File: src/lrupr_pkg.sv
// shared types for the lru page replacement block
package lrupr_pkg;

	// sequencer states, one-hot
	typedef enum logic [2:0] {
		ST_IDLE   = 3'b001,
		ST_SCAN   = 3'b010,
		ST_UPDATE = 3'b100
	} state_t;

	// control from the sequencer into the scan unit
	typedef struct packed {
		logic clear;
		logic vld;
	} scan_ctl_t;

	// what the scan unit has found so far
	typedef struct packed {
		logic hit;
		logic empty;
	} scan_flags_t;

	localparam int unsigned CFG_BITS = 5;
	localparam int unsigned FRAME_IDX_BITS = 4;
	localparam logic [CFG_BITS-1:0] FRAMES_RESET = 5'd3;

endpackage

File: src/lru_page_replacement_top.sv
// top level of the fully associative lru page replacement block
//
// usage: an access (page_number, start_sequence) is taken at a rising edge with
// start high and busy low. busy then stays high until the access is finished.
// start_sequence set clears all frames and both counters before the lookup.
// the frame pages sit in a small ram that is read one frame a cycle; the scan
// unit compares each page against the access and tracks the first empty frame
// and the oldest frame. after the scan, ranks and valid bits of all active
// frames update together and the page is written on a miss.
// an access runs from the accepting edge until busy drops through a scan of the
// n active frames over the single ram read port and its read register, a step
// that drains the scan, and the update.
// the result appears with done high for exactly one cycle as busy
// falls; a new access can be started in that same cycle. the receiver has no
// way to hold results off, so it must take each one when done is high.
// configuration: frames_in_use is written whenever cfg_valid is high
// (cfg_ready is always high); it should only change while busy is low.
// reset clears frames, ranks, counts and sets frames_in_use to 3.
module lru_page_replacement_top #(
	parameter int unsigned FRAME_SLOTS = 16,
	parameter int unsigned PAGE_BITS   = 16,
	parameter int unsigned COUNT_BITS  = 16
) (
	input  logic                                 clk,
	input  logic                                 arst_n,
	input  logic                                 cfg_valid,
	output logic                                 cfg_ready,
	input  logic [lrupr_pkg::CFG_BITS-1:0]       cfg_data,
	input  logic                                 start,
	output logic                                 busy,
	input  logic [PAGE_BITS-1:0]                 page_number,
	input  logic                                 start_sequence,
	output logic                                 done,
	output logic                                 hit,
	output logic [lrupr_pkg::FRAME_IDX_BITS-1:0] frame_index,
	output logic                                 evicted_valid,
	output logic [PAGE_BITS-1:0]                 evicted_page,
	output logic [COUNT_BITS-1:0]                hit_count,
	output logic [COUNT_BITS-1:0]                fault_count
);

	import lrupr_pkg::*;

	localparam int unsigned IDX_W = (FRAME_SLOTS > 1) ? $clog2(FRAME_SLOTS) : 1;
	localparam int unsigned CNT_W = $clog2(FRAME_SLOTS + 1);
	localparam int unsigned CW    = (CNT_W > CFG_BITS) ? CNT_W : CFG_BITS;
	localparam logic [IDX_W-1:0] RANK_MAX = IDX_W'(FRAME_SLOTS - 1);

	state_t               state_q;
	logic [CFG_BITS-1:0]  frames_in_use_q;
	logic [CNT_W-1:0]     n_q;
	logic [CNT_W-1:0]     rd_idx_q;
	logic [IDX_W-1:0]     cmp_idx_s1;
	logic                 cmp_vld_s1;
	logic [PAGE_BITS-1:0] page_q;
	logic                 valid_q [FRAME_SLOTS];
	logic [IDX_W-1:0]     rank_q [FRAME_SLOTS];
	logic [COUNT_BITS-1:0] hits_q;
	logic [COUNT_BITS-1:0] faults_q;

	logic                  done_q;
	logic                  hit_q;
	logic [IDX_W-1:0]      sel_q;
	logic                  ev_valid_q;
	logic [PAGE_BITS-1:0]  ev_page_q;

	logic                 accept;
	logic [CW-1:0]        cfg_ext;
	logic [CNT_W-1:0]     n_next;
	logic                 issue;
	scan_ctl_t            scan_ctl;
	scan_flags_t          scan_flags;
	logic [IDX_W-1:0]     hit_sel;
	logic [IDX_W-1:0]     empty_sel;
	logic [IDX_W-1:0]     old_sel;
	logic [IDX_W-1:0]     old_rank;
	logic [PAGE_BITS-1:0] old_page;
	logic [PAGE_BITS-1:0] rdata;
	logic [IDX_W-1:0]     sel_c;
	logic [IDX_W-1:0]     limit_c;
	logic                 all_c;
	logic                 ram_we;
	logic [COUNT_BITS-1:0] hits_inc;
	logic [COUNT_BITS-1:0] faults_inc;

	assign accept    = start && (state_q == ST_IDLE);
	assign busy      = (state_q != ST_IDLE);
	assign cfg_ready = 1'b1;

	// active frame count, zero acts as one, clamp to the slots built
	always_comb begin
		cfg_ext = CW'(frames_in_use_q);
		if (cfg_ext == '0) begin
			n_next = CNT_W'(1);
		end else if (cfg_ext > CW'(FRAME_SLOTS)) begin
			n_next = CNT_W'(FRAME_SLOTS);
		end else begin
			n_next = CNT_W'(cfg_ext);
		end
	end

	assign issue        = (state_q == ST_SCAN) && (rd_idx_q < n_q);
	assign scan_ctl.clear = accept;
	assign scan_ctl.vld   = cmp_vld_s1;

	// choice of frame and ageing rule for the update
	always_comb begin
		if (scan_flags.hit) begin
			sel_c   = hit_sel;
			limit_c = rank_q[hit_sel];
			all_c   = 1'b0;
		end else if (scan_flags.empty) begin
			sel_c   = empty_sel;
			limit_c = '0;
			all_c   = 1'b1;
		end else begin
			sel_c   = old_sel;
			limit_c = old_rank;
			all_c   = 1'b0;
		end
	end

	assign ram_we     = (state_q == ST_UPDATE) && !scan_flags.hit;
	assign hits_inc   = (&hits_q) ? hits_q : hits_q + COUNT_BITS'(1);
	assign faults_inc = (&faults_q) ? faults_q : faults_q + COUNT_BITS'(1);

	always_ff @(posedge clk or negedge arst_n) begin
		if (!arst_n) begin
			frames_in_use_q <= FRAMES_RESET;
		end else if (cfg_valid) begin
			frames_in_use_q <= cfg_data;
		end
	end

	always_ff @(posedge clk or negedge arst_n) begin
		if (!arst_n) begin
			state_q    <= ST_IDLE;
			rd_idx_q   <= '0;
			cmp_vld_s1 <= 1'b0;
			done_q     <= 1'b0;
		end else begin
			done_q     <= (state_q == ST_UPDATE);
			cmp_vld_s1 <= issue;
			unique case (state_q)
				ST_IDLE: begin
					if (accept) begin
						rd_idx_q <= '0;
						state_q  <= ST_SCAN;
					end
				end
				ST_SCAN: begin
					if (issue) begin
						rd_idx_q <= rd_idx_q + CNT_W'(1);
					end else if (!cmp_vld_s1) begin
						state_q <= ST_UPDATE;
					end
				end
				ST_UPDATE: begin
					state_q <= ST_IDLE;
				end
				default: begin
					state_q <= ST_IDLE;
				end
			endcase
		end
	end

	always_ff @(posedge clk) begin
		if (accept) begin
			page_q <= page_number;
			n_q    <= n_next;
		end
		cmp_idx_s1 <= rd_idx_q[IDX_W-1:0];
		if (state_q == ST_UPDATE) begin
			hit_q      <= scan_flags.hit;
			sel_q      <= sel_c;
			ev_valid_q <= !scan_flags.hit && !scan_flags.empty;
			ev_page_q  <= (!scan_flags.hit && !scan_flags.empty) ? old_page : '0;
		end
	end

	always_ff @(posedge clk or negedge arst_n) begin
		if (!arst_n) begin
			for (int j = 0; j < FRAME_SLOTS; j++) begin
				valid_q[j] <= 1'b0;
				rank_q[j]  <= '0;
			end
			hits_q   <= '0;
			faults_q <= '0;
		end else if (accept && start_sequence) begin
			for (int j = 0; j < FRAME_SLOTS; j++) begin
				valid_q[j] <= 1'b0;
				rank_q[j]  <= '0;
			end
			hits_q   <= '0;
			faults_q <= '0;
		end else if (state_q == ST_UPDATE) begin
			// all active frames update in parallel; only those the ageing rule picks age
			for (int j = 0; j < FRAME_SLOTS; j++) begin
				if (IDX_W'(j) == sel_c) begin
					rank_q[j] <= '0;
				end else if ((CNT_W'(j) < n_q) && valid_q[j] &&
						(all_c || (rank_q[j] < limit_c)) && (rank_q[j] < RANK_MAX)) begin
					rank_q[j] <= rank_q[j] + IDX_W'(1);
				end
			end
			valid_q[sel_c] <= 1'b1;
			if (scan_flags.hit) begin
				hits_q <= hits_inc;
			end else begin
				faults_q <= faults_inc;
			end
		end
	end

	lrupr_ram #(
		.WIDTH (PAGE_BITS),
		.DEPTH (FRAME_SLOTS)
	) u_page_ram (
		.clk   (clk),
		.we    (ram_we),
		.waddr (sel_c),
		.wdata (page_q),
		.raddr (rd_idx_q[IDX_W-1:0]),
		.rdata (rdata)
	);

	lrupr_scan #(
		.FRAME_SLOTS (FRAME_SLOTS),
		.PAGE_BITS   (PAGE_BITS)
	) u_scan (
		.clk         (clk),
		.arst_n      (arst_n),
		.ctl         (scan_ctl),
		.idx         (cmp_idx_s1),
		.frame_valid (valid_q[cmp_idx_s1]),
		.rank        (rank_q[cmp_idx_s1]),
		.rdata       (rdata),
		.page        (page_q),
		.flags       (scan_flags),
		.hit_sel     (hit_sel),
		.empty_sel   (empty_sel),
		.old_sel     (old_sel),
		.old_rank    (old_rank),
		.old_page    (old_page)
	);

	assign done          = done_q;
	assign hit           = hit_q;
	assign frame_index   = FRAME_IDX_BITS'(sel_q);
	assign evicted_valid = ev_valid_q;
	assign evicted_page  = ev_page_q;
	assign hit_count     = hits_q;
	assign fault_count   = faults_q;

	// a result only follows the update step
	a_done_after_update: assert property (@(posedge clk) disable iff (!arst_n)
		done |-> $past(state_q == ST_UPDATE))
		else $error("result strobe without an update step");

	// an accepted transaction always starts a scan
	a_accept_scans: assert property (@(posedge clk) disable iff (!arst_n)
		(start && !busy) |=> (state_q == ST_SCAN))
		else $error("accepted access did not start a scan");

	// an eviction is never reported on a hit
	a_evict_not_hit: assert property (@(posedge clk) disable iff (!arst_n)
		(done && evicted_valid) |-> !hit)
		else $error("eviction reported on a hit");

	// the scan never reads past the active frames
	a_scan_bound: assert property (@(posedge clk) disable iff (!arst_n)
		(state_q == ST_SCAN) |-> (rd_idx_q <= n_q))
		else $error("scan index beyond active frames");

endmodule

File: src/lrupr_ram.sv
// generic single write port ram with registered read
module lrupr_ram #(
	parameter int unsigned WIDTH = 16,
	parameter int unsigned DEPTH = 16
) (
	input  logic                                         clk,
	input  logic                                         we,
	input  logic [((DEPTH > 1) ? $clog2(DEPTH) : 1)-1:0] waddr,
	input  logic [WIDTH-1:0]                             wdata,
	input  logic [((DEPTH > 1) ? $clog2(DEPTH) : 1)-1:0] raddr,
	output logic [WIDTH-1:0]                             rdata
);

	logic [WIDTH-1:0] mem_q [DEPTH];
	logic [WIDTH-1:0] rdata_q;

	always_ff @(posedge clk) begin
		if (we) begin
			mem_q[waddr] <= wdata;
		end
		rdata_q <= mem_q[raddr];
	end

	assign rdata = rdata_q;

endmodule

File: src/lrupr_scan.sv
// frame scan unit: match, first empty frame and oldest frame, one frame a cycle
module lrupr_scan #(
	parameter int unsigned FRAME_SLOTS = 16,
	parameter int unsigned PAGE_BITS   = 16
) (
	input  logic                                                     clk,
	input  logic                                                     arst_n,
	input  lrupr_pkg::scan_ctl_t                                     ctl,
	input  logic [((FRAME_SLOTS > 1) ? $clog2(FRAME_SLOTS) : 1)-1:0] idx,
	input  logic                                                     frame_valid,
	input  logic [((FRAME_SLOTS > 1) ? $clog2(FRAME_SLOTS) : 1)-1:0] rank,
	input  logic [PAGE_BITS-1:0]                                     rdata,
	input  logic [PAGE_BITS-1:0]                                     page,
	output lrupr_pkg::scan_flags_t                                   flags,
	output logic [((FRAME_SLOTS > 1) ? $clog2(FRAME_SLOTS) : 1)-1:0] hit_sel,
	output logic [((FRAME_SLOTS > 1) ? $clog2(FRAME_SLOTS) : 1)-1:0] empty_sel,
	output logic [((FRAME_SLOTS > 1) ? $clog2(FRAME_SLOTS) : 1)-1:0] old_sel,
	output logic [((FRAME_SLOTS > 1) ? $clog2(FRAME_SLOTS) : 1)-1:0] old_rank,
	output logic [PAGE_BITS-1:0]                                     old_page
);

	import lrupr_pkg::*;

	localparam int unsigned IDX_W = (FRAME_SLOTS > 1) ? $clog2(FRAME_SLOTS) : 1;

	scan_flags_t      flags_q;
	logic [IDX_W-1:0] hit_sel_q;
	logic [IDX_W-1:0] empty_sel_q;
	logic [IDX_W-1:0] old_sel_q;
	logic [IDX_W-1:0] old_rank_q;
	logic [PAGE_BITS-1:0] old_page_q;

	always_ff @(posedge clk or negedge arst_n) begin
		if (!arst_n) begin
			flags_q <= '0;
		end else if (ctl.clear) begin
			flags_q <= '0;
		end else if (ctl.vld) begin
			// lowest matching frame wins
			if (frame_valid && (rdata == page) && !flags_q.hit) begin
				flags_q.hit <= 1'b1;
			end
			if (!frame_valid && !flags_q.empty) begin
				flags_q.empty <= 1'b1;
			end
		end
	end

	always_ff @(posedge clk) begin
		if (ctl.vld) begin
			if (frame_valid && (rdata == page) && !flags_q.hit) begin
				hit_sel_q <= idx;
			end
			if (!frame_valid && !flags_q.empty) begin
				empty_sel_q <= idx;
			end
			// strictly older only, so ties keep the lowest frame
			if ((idx == '0) || (rank > old_rank_q)) begin
				old_rank_q <= rank;
				old_sel_q  <= idx;
				old_page_q <= rdata;
			end
		end
	end

	assign flags     = flags_q;
	assign hit_sel   = hit_sel_q;
	assign empty_sel = empty_sel_q;
	assign old_sel   = old_sel_q;
	assign old_rank  = old_rank_q;
	assign old_page  = old_page_q;

endmodule
File: config.mk
export PLATFORM = sky130hd
export DESIGN_NAME = lru_page_replacement_top
export DESIGN_NICKNAME = d
export VERILOG_FILES = /design/src/lrupr_pkg.sv /design/src/lru_page_replacement_top.sv /design/src/lrupr_ram.sv /design/src/lrupr_scan.sv
export SDC_FILE = /design/constraint.sdc
export NUM_CORES = 1
export LEC_CHECK = 0
export BUFFER_PORTS_ARGS = -buffer_cell sky130_fd_sc_hd__buf_2
export CAP_MARGIN = 20
export CORE_AREA = 2 2 225 227
export CTS_CLUSTER_SIZE = 16
export DETAILED_ROUTE_END_ITERATION = 16
export DIE_AREA = 0 0 227 229
export PLACE_DENSITY = 0.61
export SLEW_MARGIN = 40
export SYNTH_ARGS = -nofsm -noshare
export SYNTH_HDL_FRONTEND = slang
export SYNTH_SLANG_ARGS = --single-unit
File: constraint.sdc
create_clock -name clk -period 8.52 [get_ports clk]
set_input_delay 0 -clock clk [delete_from_list [all_inputs] [get_ports clk]]
set_output_delay 0 -clock clk [all_outputs]
set_load 0.02 [all_outputs]
# Word-level counts from Yosys, hierarchy flattened
# Memories as Yosys holds them, arrays and structs flattened. A register that Yosys moved wholly into a read port is not among the register bits.
# Index checks and enable logic that the tools add are counted.
[classes] add_sub_neg=19 n_lt_le_gt_ge=55 n_eq_ne=27 mux=75 n_bitwise=4 n_reduce_logical=130
[op_table] op="$mux 16" count=10
[op_table] op="$mux 4" count=40
[op_table] op="$mux 64" count=2
[op_table] op="$add 4x1->4 const B" count=16
[op_table] op="$lt 4x4->1" count=16
[op_table] op="$lt 4x4->1 const B" count=16
[op_table] op="$logic_and 1x1->1" count=57
[op_table] op="$reduce_bool 3->1" count=16
[op_table] op="$reduce_and 2->1" count=21
[op_table] op="$lt 4x5->1 const A" count=8
[op_table] op="$add 16x1->16 const B" count=2
[op_table] op="$bmux 4 s4" count=2
[op_table] op="$eq 4x4->1 const A" count=8
[op_table] op="$reduce_and 16->1" count=2
[op_table] op="$lt 3x5->1 const A" count=4
[op_table] op="$logic_or 1x1->1" count=17
[op_table] op="$eq 16x16->1" count=1
[op_table] op="$eq 3x4->1 const A" count=4
[op_table] op="$or 16x16->16" count=1
[op_table] op="$ge 5x5->1 const B" count=3
[op_table] op="$mux 5" count=3
[op_table] op="$not 4->5" count=3
[op_table] op="$reduce_and 3->1" count=4
[op_table] op="$reduce_bool 2->1" count=6
[op_table] op="26 further kinds" count=48
[totals] regBits=208 ram_bits=256 input_bits=26 out_inout_bits=57 elab_cells=365 n_memories=1
[mem_list] name="u_page_ram.mem_q" words=16 word_bits=16 read_ports=1 rd_ports_with_merged_regs=1 write_ports=1 line_no="lrupr_ram.sv:14" source="logic [WIDTH-1:0] mem_q [DEPTH];"

# Depth between registers and ports, before layout
[depth] depth_word=13 mapped_depth=14 mapped_depth_nobuf=12

# Cells and area by module
# From an unflattened synthesis, not the netlist that was laid out.
[unflattened] hier_cells=1538 hier_area_um2=22153.7
[modules_own_cells] mod="lru_page_replacement_top" n_inst=1 cells_each=1026 area_each_um2=10780.3 seq_area_each_um2=4553.1
[modules_own_cells] mod="lrupr_ram" n_inst=1 cells_each=432 area_each_um2=10042.1 seq_area_each_um2=8007.7
[modules_own_cells] mod="lrupr_scan" n_inst=1 cells_each=80 area_each_um2=1331.3 seq_area_each_um2=1011.0

# Least setup slack after synthesis
# OpenSTA, ideal clock, no wires.
[synth_timing] kind="register to register" start="register u_scan.hit_sel_q[0], in the netlist u_scan.hit_sel[0]" end="register rank_q[31] (netlist bit)" setup_ns=0.069 arrival_time_ns=4.233 t_required_ns=8.451 setup_slack_ns=4.218 path_stages_with_launch=15 n_path_buf=2 period_less_slack_ns=4.302 cell_sequence="edfxtp_1 > buf_4 > buf_1 > mux4_2 > mux2i_1 > o22ai_1 > a21oi_1 > ha_1 > a21o_1 > a221oi_1 > o2111ai_1 > a21oi_1 > nand4_1 > or4_1 > nand3_1"
[synth_between] elab_chain_len=11 elab_cells_between_ends=16 cone_classes="order compare: 1; eq/ne: 1; mux: 8; bitwise: 1; reduce/logical: 5"
[synth_rtl] item="start, declared" line_no="lrupr_scan.sv:27" source="logic [IDX_W-1:0] hit_sel_q;"
[synth_rtl] item="start signal, assigned" line_no="lrupr_scan.sv:52" source="hit_sel_q <= idx;"
[synth_rtl] item="$not 4->5 (implied by the code)" line_no="lru_page_replacement_top.sv:110" source="limit_c = rank_q[hit_sel];"
[synth_rtl] item="$bmux 4 s4" line_no="lru_page_replacement_top.sv:110"
[synth_rtl] item="$mux 4 (implied by the code) (2 in series)" line_no="lru_page_replacement_top.sv:110"
[synth_rtl] item="$mux 4" line_no="lru_page_replacement_top.sv:108" source="if (scan_flags.hit) begin"
[synth_rtl] item="$lt 4x4->1" line_no="lru_page_replacement_top.sv:203" source="(all_c || (rank_q[j] < limit_c)) && (rank_q[j] < RANK_MAX)) begin"
[synth_rtl] item="$logic_or 1x1->1" line_no="lru_page_replacement_top.sv:203"
[synth_rtl] item="$logic_and 1x1->1" line_no="lru_page_replacement_top.sv:202" source="end else if ((CNT_W'(j) < n_q) && valid_q[j] &&"
[synth_rtl] item="$logic_and 1x1->1" line_no="lru_page_replacement_top.sv:203"
[synth_rtl] item="$reduce_bool 3->1 (no line)"
[synth_rtl] item="$reduce_and 2->1 (no line)"
[synth_rtl] item="end signal, assigned by index" line_no="lru_page_replacement_top.sv:204" source="rank_q[j] <= rank_q[j] + IDX_W'(1);"
[synth_rtl] item="end, declared" line_no="lru_page_replacement_top.sv:57" source="logic [IDX_W-1:0] rank_q [FRAME_SLOTS];"
# Several ways; a longest one is shown, not always the timed one. The select of a mux whose other input is x is not followed.
# A chain may end at the register's enable or synchronous reset.

# Worst setup path after layout
[layout_timing] start="register u_scan.hit_sel_q[1], in the netlist u_scan.hit_sel[1]" end="register rank_q[47] (netlist bit)"
# Same word-level chain as after synthesis.

==> metrics <==
cts bufs inserted 51; crit path DAT 5.19 ns; multi-input logic area 8120 um2; crit path time final 4.65 ns; DRT iter0 DRCs 1,481; die height about 230 um; Tightest Pin Transition 0.873 ns; Static Leakage 9.49 nW; core footprint 49,700 um2; final hold violation count 0; syn nets ~1,600; nets@finish 1,760; Slew Limit Fails 0; setup violators final 0; routability cong. 0.872; Residual DRC 0; Vias 13,890; Post CTS Setup Buffer Count 0; Syn Area/Cell between 10 and 15 um2; clk_lat worst skew 0.61 ns; IO buf count 81; synthesis-stage register bit count 480; largest net degree at the start of global routing between 70 and 80; cells after synthesis between 1,500 and 2,000; Post-Syn Area 22,000 um2; H-tree lvl count 2; DRT Wirelength 55.6 mm; P&R area growth vs syn 15.6%; initial antenna violation count 1; root buffer cell clkbuf_16; die area 52,000 um2; Tot Pwr 7.12 mW; Yosys cell types 70; Max-Slew Margin vs Limit 41.2%; Initial Util approximately 44%; worst min path class in -> reg; Setup TNS 0 ns; Die X 227 um; ANT cells 0; post-synthesis sequential area ratio between 60% and 70%; Reg clk slew, reported paths approximately 0.070 ns; crit end category flop; Ports 83; maximum VDD drop between 0.00015 and 0.0002 V; share of cells above drive strength 1 21.9%; register area 13,600 um2; via/cell ratio a little under 6; TritonCTS clock tree yes; Worst setup SP type flop; CP max FO 18; Post-CTS Resized 0; DRT Pass-1 Iters 5; Top FF cell, synth edfxtp_1; CTS sink count 480; yosys warns 0; Layout Skew between 0.03 and 0.04 ns; GRT Total Usage 21.9%; status finished clean; WS Path Type reg -> reg; Post-synth EDFFs 331; first-pass GRT wire length roughly 85 mm; grt ovf 0; ys async rst share 26.9%; number of global-route vias before repair 13,889; Routed WL per cell 23.4 um; hpwl dp around 36 mm; Row Count between 80 and 90; Required @ worst endpoint 9.06 ns; Final Cycle Share 54.5%; number of max-cap violations 0; RSZ-0062 raised after global routing no; Peak Freq 215 MHz; CTS max path bufs 3; filler instances 4,217; PD cells 280 nW/um2; # hold bufs at CTS 31; Final ANT Viol Nets 0
[stage by stage]
| step | instances | hold slack [ns] | util (%) | instance area [um2] | setup slack, ns |
|---|---|---|---|---|---|
| 6_report | 2372 | 0.0929 | 51.3 | 25500 | 3.87 |
| 5_1_grt | 2372 | 0.0791 | 51.3 | 25500 | 3.59 |
| 4_1_cts | 2372 | 0.0619 | 51.2 | 25400 | 3.83 |
| 3_5_place_dp | 2245 | 0.0157 | 47.0 | 23400 | 3.85 |
| 3_3_place_gp | 2243 | 0.00959 | 47.0 | 23300 | 3.83 |
| 2_1_floorplan | 1517 | -0.296 | - | 22000 | 4.22 |
[synthesized netlist by cell type, types with 32 or more instances]
cell / count / area (um2)
xor2_1: 32 / 280
dfrtp_1: 126 / 3150
inv_1: 33 / 124
clkbuf_1: 37 / 139
nand2_1: 99 / 372
nand3_1: 56 / 280
o21ai_0: 84 / 420
edfxtp_1: 331 / 9940
mux4_2: 119 / 2680
a21oi_1: 61 / 305
nor2_1: 102 / 383
ha_1: 77 / 963
[registers in the layout (all words and copies together) (netlist names), 3 cells and up]
signal / cells
cfg_ext: 5
cmp_idx_s1: 4
evicted_page: 16
fault_count: 16
frame_index: 4
hit_count: 16
n_q: 5
page_q: 16
rank_q: 64
rd_idx_q: 5
state_q: 3
u_page_ram.mem_q: 256
u_page_ram.rdata: 16
u_scan.empty_sel: 4
u_scan.hit_sel: 4
u_scan.old_page: 16
u_scan.old_rank: 4
u_scan.old_sel: 4
valid_q: 16
[layout make-up]
class	instances	area share (%)
clock buffer	65	5.42
clock inverter	31	1.48
inverter	34	0.501
multi-input combinational	941	31.9
sequential	480	53.3
tap	672	3.30
timing repair buffer	149	4.06
[worst paths after layout]
| path | start | endpoint | slack [ns] | cells past startpoint |
|---|---|---|---|---|
| max in group asynchronous | arst_n | rd_idx_q[0]$_DFFE_PN0P_ | 7.24 | 4 |
| worst max register to register | u_scan.hit_sel[1]$_DFFE_PP_ | rank_q[47]$_DFFE_PN0P_ | 3.87 | 13 |
| worst max-delay path | u_scan.hit_sel[1]$_DFFE_PP_ | rank_q[47]$_DFFE_PN0P_ | 3.87 | 13 |
| min in group asynchronous | arst_n | cfg_ext[1]$_DFFE_PN1P_ | 0.53 | 3 |
| worst min-delay path | start_sequence | valid_q[6]$_DFFE_PN0P_ | 0.09 | 3 |
| worst min register to register | u_page_ram.rdata[0]$_DFF_P_ | u_scan.old_page[0]$_DFFE_PP_ | 0.45 | 0 |
[layer usage]
layer  vias up  track usage, %  part of all wire (%)  wire [um]
li1       6191               -                     -          -
met1      7093            31.2                    43      24200
met2       505            33.4                    46      25400
met3       101            4.59                   7.5       4170
met4         0            7.50                   3.3       1840
met5         -               0                     0          0
[layout by cell type, fill, tap and decap left out, drive strengths merged, types with 36 or more instances in the layout]
cell type / synthesis / routed
nand2: 99 / 99
a21oi: 62 / 62
inv: 34 / 36
nor2: 103 / 103
dfrtp: 126 / 126
o21ai: 93 / 93
ha: 77 / 77
edfxtp: 331 / 331
mux4: 119 / 119
buf: 25 / 119
nand3: 56 / 56
clkbuf: 37 / 65
[logic make-up (layout without fill, tap and decap cells)]
kind of cell / Yosys count / in the layout / synth area share [%]
flops: 480 / 480 / 61.6
simple gates: 400 / 400 / 8.93
compound gates: 273 / 273 / 8.05
mux: 145 / 145 / 13.4
buf+inv: 96 / 279 / 1.79
fa+ha+maj: 77 / 77 / 4.38
xor+xnor: 45 / 45 / 1.79
other cells: 1 / 1 / 0.0170
[critical path: stages, from the launching register on]
cell       delay (ns)
edfxtp_1         0.87
mux4_2           0.60
mux2i_1          0.18
o22ai_1          0.13
a21oi_1          0.63
buf_4            0.33
ha_1             0.27
and3_1           0.18
a221oi_1         0.28
o2111ai_1        0.15
a21oi_1          0.29
nand4_1          0.15
or4_1            0.40
nand3_1          0.09
[power by group]
group | internal (mW) | switching, mW | total, mW
clock | 1.34 | 0.947 | 2.29
sequential | 2.79 | 0.328 | 3.12
combinational | 0.739 | 0.978 | 1.72
total | 4.87 | 2.25 | 7.12
No activity file was read; power rests on OpenSTA's default activity.
